**src/rtl/bal_lease_mem.sv**
```systemverilog
// Lease table memory: block node, stored size and expiry tick for each slot.
// Synchronous write and registered read.
// No dependencies.
module bal_lease_mem #(
  parameter int DEPTH  = 64,
  parameter int ADDR_W = 6,
  parameter int DATA_W = 61
) (
  input  logic              clk,
  input  logic              we,
  input  logic [ADDR_W-1:0] waddr,
  input  logic [DATA_W-1:0] wdata,
  input  logic [ADDR_W-1:0] raddr,
  output logic [DATA_W-1:0] rdata
);

  logic [DATA_W-1:0] mem [DEPTH];

  // One write port and one registered read port.
  always_ff @(posedge clk) begin
    if (we) begin
      mem[waddr] <= wdata;
    end
    rdata <= mem[raddr];
  end

endmodule

```
**config.mk**
```make
export PLATFORM = sky130hd
export DESIGN_NAME = bal_lease_mem
export DESIGN_NICKNAME = d
export VERILOG_FILES = /design/src/rtl/bal_lease_mem.sv
export SDC_FILE = /design/constraint.sdc
export NUM_CORES = 2
export LEC_CHECK = 0
export BUFFER_PORTS_ARGS = -buffer_cell sky130_fd_sc_hd__buf_2
export CORE_MARGIN = 1.5
export CORE_UTILIZATION = 40
export DETAILED_ROUTE_END_ITERATION = 7
export PLACE_DENSITY_LB_ADDON = 0.05
export SLEW_MARGIN = 5
export SYNTH_ARGS = -nofsm -noshare
export SYNTH_HDL_FRONTEND = slang
export SYNTH_SLANG_ARGS = --single-unit
```
**constraint.sdc**
```tcl
create_clock -name clk -period 7.7 [get_ports clk]
set_input_delay 1.155 -clock clk [delete_from_list [all_inputs] [get_ports clk]]
set_output_delay 1.155 -clock clk [all_outputs]
set_load 0.1 [all_outputs]
```
==> key figures <==
Layout
  • P&R area growth vs syn: 14.5%
  • Layout cells sized above 1: 28.3%
  • Fill count: 30876
  • Final non-filler cell total: 12097
  • Nets: 6844
  • Cell area after layout: 171000 sq um

Setup path
  • Slowest-stage cell, CP: nor2_4
  • Max incr delay on CP: 1.07 ns
  • Top delay family on crit path: simple AND/OR/NAND/NOR gates
  • Critical Path AT: 4.20 ns
  • Crit path cell chain: buf_2 > nor2b_1 > nand3_1 > nor2_4 > buf_12
  • Critical path required time: 8.27 ns
  • CP Class: in -> reg
  • Startpoint types: input pin
  • Crit path max fanout: 48
  • Worst path bufs/invs: 2
  • Setup crit end kind: register

Global routing
  • Largest net degree at the start of global routing: 105
  • Number of global-route vias before repair: 73342
  • Total gr overflow: 0
  • Antenna violations before repair: 40
  • First-pass GRT wire length: 646000 um
  • Gr usage total: 25.3%

Clock network
  • Total CTS buffers: 428
  • Total clock sinks: 3965
  • Clk_lat worst skew: 0.99 ns
  • CTS tree: done
  • # hold bufs at CTS: 0
  • Clock buffer depth: 4
  • Htree depth: 5
  • Worst-path clk slew: 0.06 ns
  • Clock root buffer: clkbuf_16
  • Post-CTS resize count: 0
  • Setup Buffers After CTS: 0

Timing
  • Layout Skew: 0.0451 ns
  • Fin crit share: 47.1%
  • RSZ-0062 raised after global routing: no
  • Final Max Slew Viols: 0
  • Worst Tran Pin Value: 1.27 ns
  • PnR worst setup slack: 4.07 ns
  • Max-slew headroom: 15.6%
  • Finish-stage setup viols: 0
  • Final hold vios: 0
  • Min cycle time layout: 3.63 ns
  • Sum Neg Setup Slack: 0 ns
  • Fmax: 0.276 GHz

Detailed routing
  • Via/cell ratio: 5.96
  • DR iter-0 viols: 8623
  • WL final: 477000 um
  • First-pass DRT Iterations: 6
  • Post-route ant nets: 0
  • Via count: 72125
  • DR WL/cell: 39.4 um
  • Remaining DRCs: 0

Yosys
  • Yosys reg bits: 3965
  • Dominant cell type by area after synthesis: edfxtp_1
  • Main flop type after synthesis: edfxtp_1
  • Number of synthesized flops with an enable pin: 3904
  • Ys async rst share: 0%
  • Syn Nets: 6419
  • Post-Syn Instances: 6344
  • Sequential element share of the synthesized area: 79.5%
  • Top cell type's share of synthesized area: 78.7%
  • Synthesized cell area: 149000 sq um
  • Synth unique cells: 35
  • Synth area leaders: edfxtp_1 79%, mux4_2 15%, mux2i_1 1.1%
  • Syn avg cell area: 23.5 sq um
  • Synth Warn #: 0

Floorplan
  • # rows: 223
  • Die height: 613 um
  • Core Area: 370000 sq um
  • Starting Density: 40.3%
  • Chip Width: 613 um
  • Die ar.: 376000 sq um
  • Ports: 136

Power
  • Maximum vdd ir drop: 211 uV
  • Pwr dens: 273 nW/um^2
  • Post-layout power: 46.5 mW
  • Leakage Power: 53.1 nW

Placement
  • Placed inst area: 157000 sq um
  • Placed insts: 11289
  • Gpl congestion: 0.755
  • Pre-CTS setup slack: 3.22 ns
  • Number of buffers added on ports: 135
  • Post-DP HPWL: 251000 um

Hold path
  • Hold Path Class: in -> reg

Flow run
  • Max Cap Violations: 0

Outcome
  • Outcome: finished, final reports clean
-- routing by layer --
metal | vias up | GRT usage, % | part of all wire, %
met4 | 8 | 5.31 | 2.1
met2 | 2604 | 42.3 | 50
li1 | 28178 | - | -
met1 | 40746 | 36.0 | 43
met3 | 589 | 3.03 | 5.8
met5 | - | 0 | 0.0096
-- state kept, by name (all words and copies together), names as in the netlist --
register  count
mem        3904
rdata        61
-- Yosys cell counts (50+ instances only) --
cell type / count
clkbuf_1: 156
o221ai_1: 50
o21ai_0: 106
a21oi_1: 80
nand2_1: 106
a221oi_1: 100
mux2i_1: 171
o22ai_1: 110
buf_2: 105
mux4_2: 997
nor2_1: 207
edfxtp_1: 3904
dfxtp_1: 61
-- path summary, 6_finish.rpt --
kind                                     to  slack [ns]         from  cells past startpoint
worst max-delay path            mem[38][31]        4.07           we                      5
worst min-delay path              rdata[56]        0.79     raddr[4]                      3
worst max register to register    rdata[53]        5.72   mem[2][53]                      5
worst min register to register    rdata[15]        0.84  mem[55][15]                      5
-- worst min-delay path, delay by kind of cell --
family	cells	cell delay (ns)
and+or+nand+nor	1	0.05
AOI/OAI and AO/OA	1	0.22
buffers and inverters	1	0.26
-- kinds of logic (layout without fill, tap and decap cells) --
kind of cell,count (synthesis),count (layout),synth area share (%)
DFF,3965,3965,79.5
muxes,1170,1170,16.2
AOI/OAI and AO/OA,475,475,2.10
and+or+nand+nor,376,376,1.04
buffers and inverters,358,1153,1.13
other,0,8,0
-- cell type report --
| cell class | count | area [sq um] | share of cell area, % |
|---|---|---|---|
| Multi-Input combinational cell | 2021 | 29400 | 17.2 |
| Sequential cell | 3965 | 118000 | 69.4 |
| Inverter | 1 | 3.75 | 0.00220 |
| Timing Repair Buffer | 352 | 2920 | 1.71 |
| Antenna cell | 8 | 20.0 | 0.0117 |
| Tap cell | 4950 | 6190 | 3.63 |
| Clock inverter | 223 | 2020 | 1.18 |
| Clock buffer | 577 | 11600 | 6.79 |
-- cell usage in the layout, fill, tap and decap left out, drive strengths merged --
cell,count
mux2i,171
diode,8
nand2b,8
dfxtp,61
or3b,4
nand4,2
clkinv,176
mux2,2
or2,3
inv,14
o31a,2
a31oi,22
nand3b,5
o22ai,110
a32oi,1
mux4,997
a21oi,80
o211ai,1
clkbuf,577
nor3,22
a221oi,100
o21ai,108
nand3,7
nor2b,7
nand4b,1
o221ai,50
and2,2
buf,352
clkinvlp,4
bufinv,30
edfxtp,3904
or3,2
nand2,106
a21boi,1
nor2,207
-- stage by stage --
stage,hold WS [ns],utilization (%)
3_3_place_gp,0.835,42.4
6_report,0.792,46.1
3_5_place_dp,0.832,42.4
5_1_grt,0.769,46.1
4_1_cts,0.710,46.1
2_1_floorplan,0.786,-
-- power by group --
group / internal, mW / switching, mW
Sequential: 23.9 / 0.0993
Combinational: 0.735 / 1.71
Clock: 11.5 / 8.53
No activity file was read; power rests on OpenSTA's default activity.
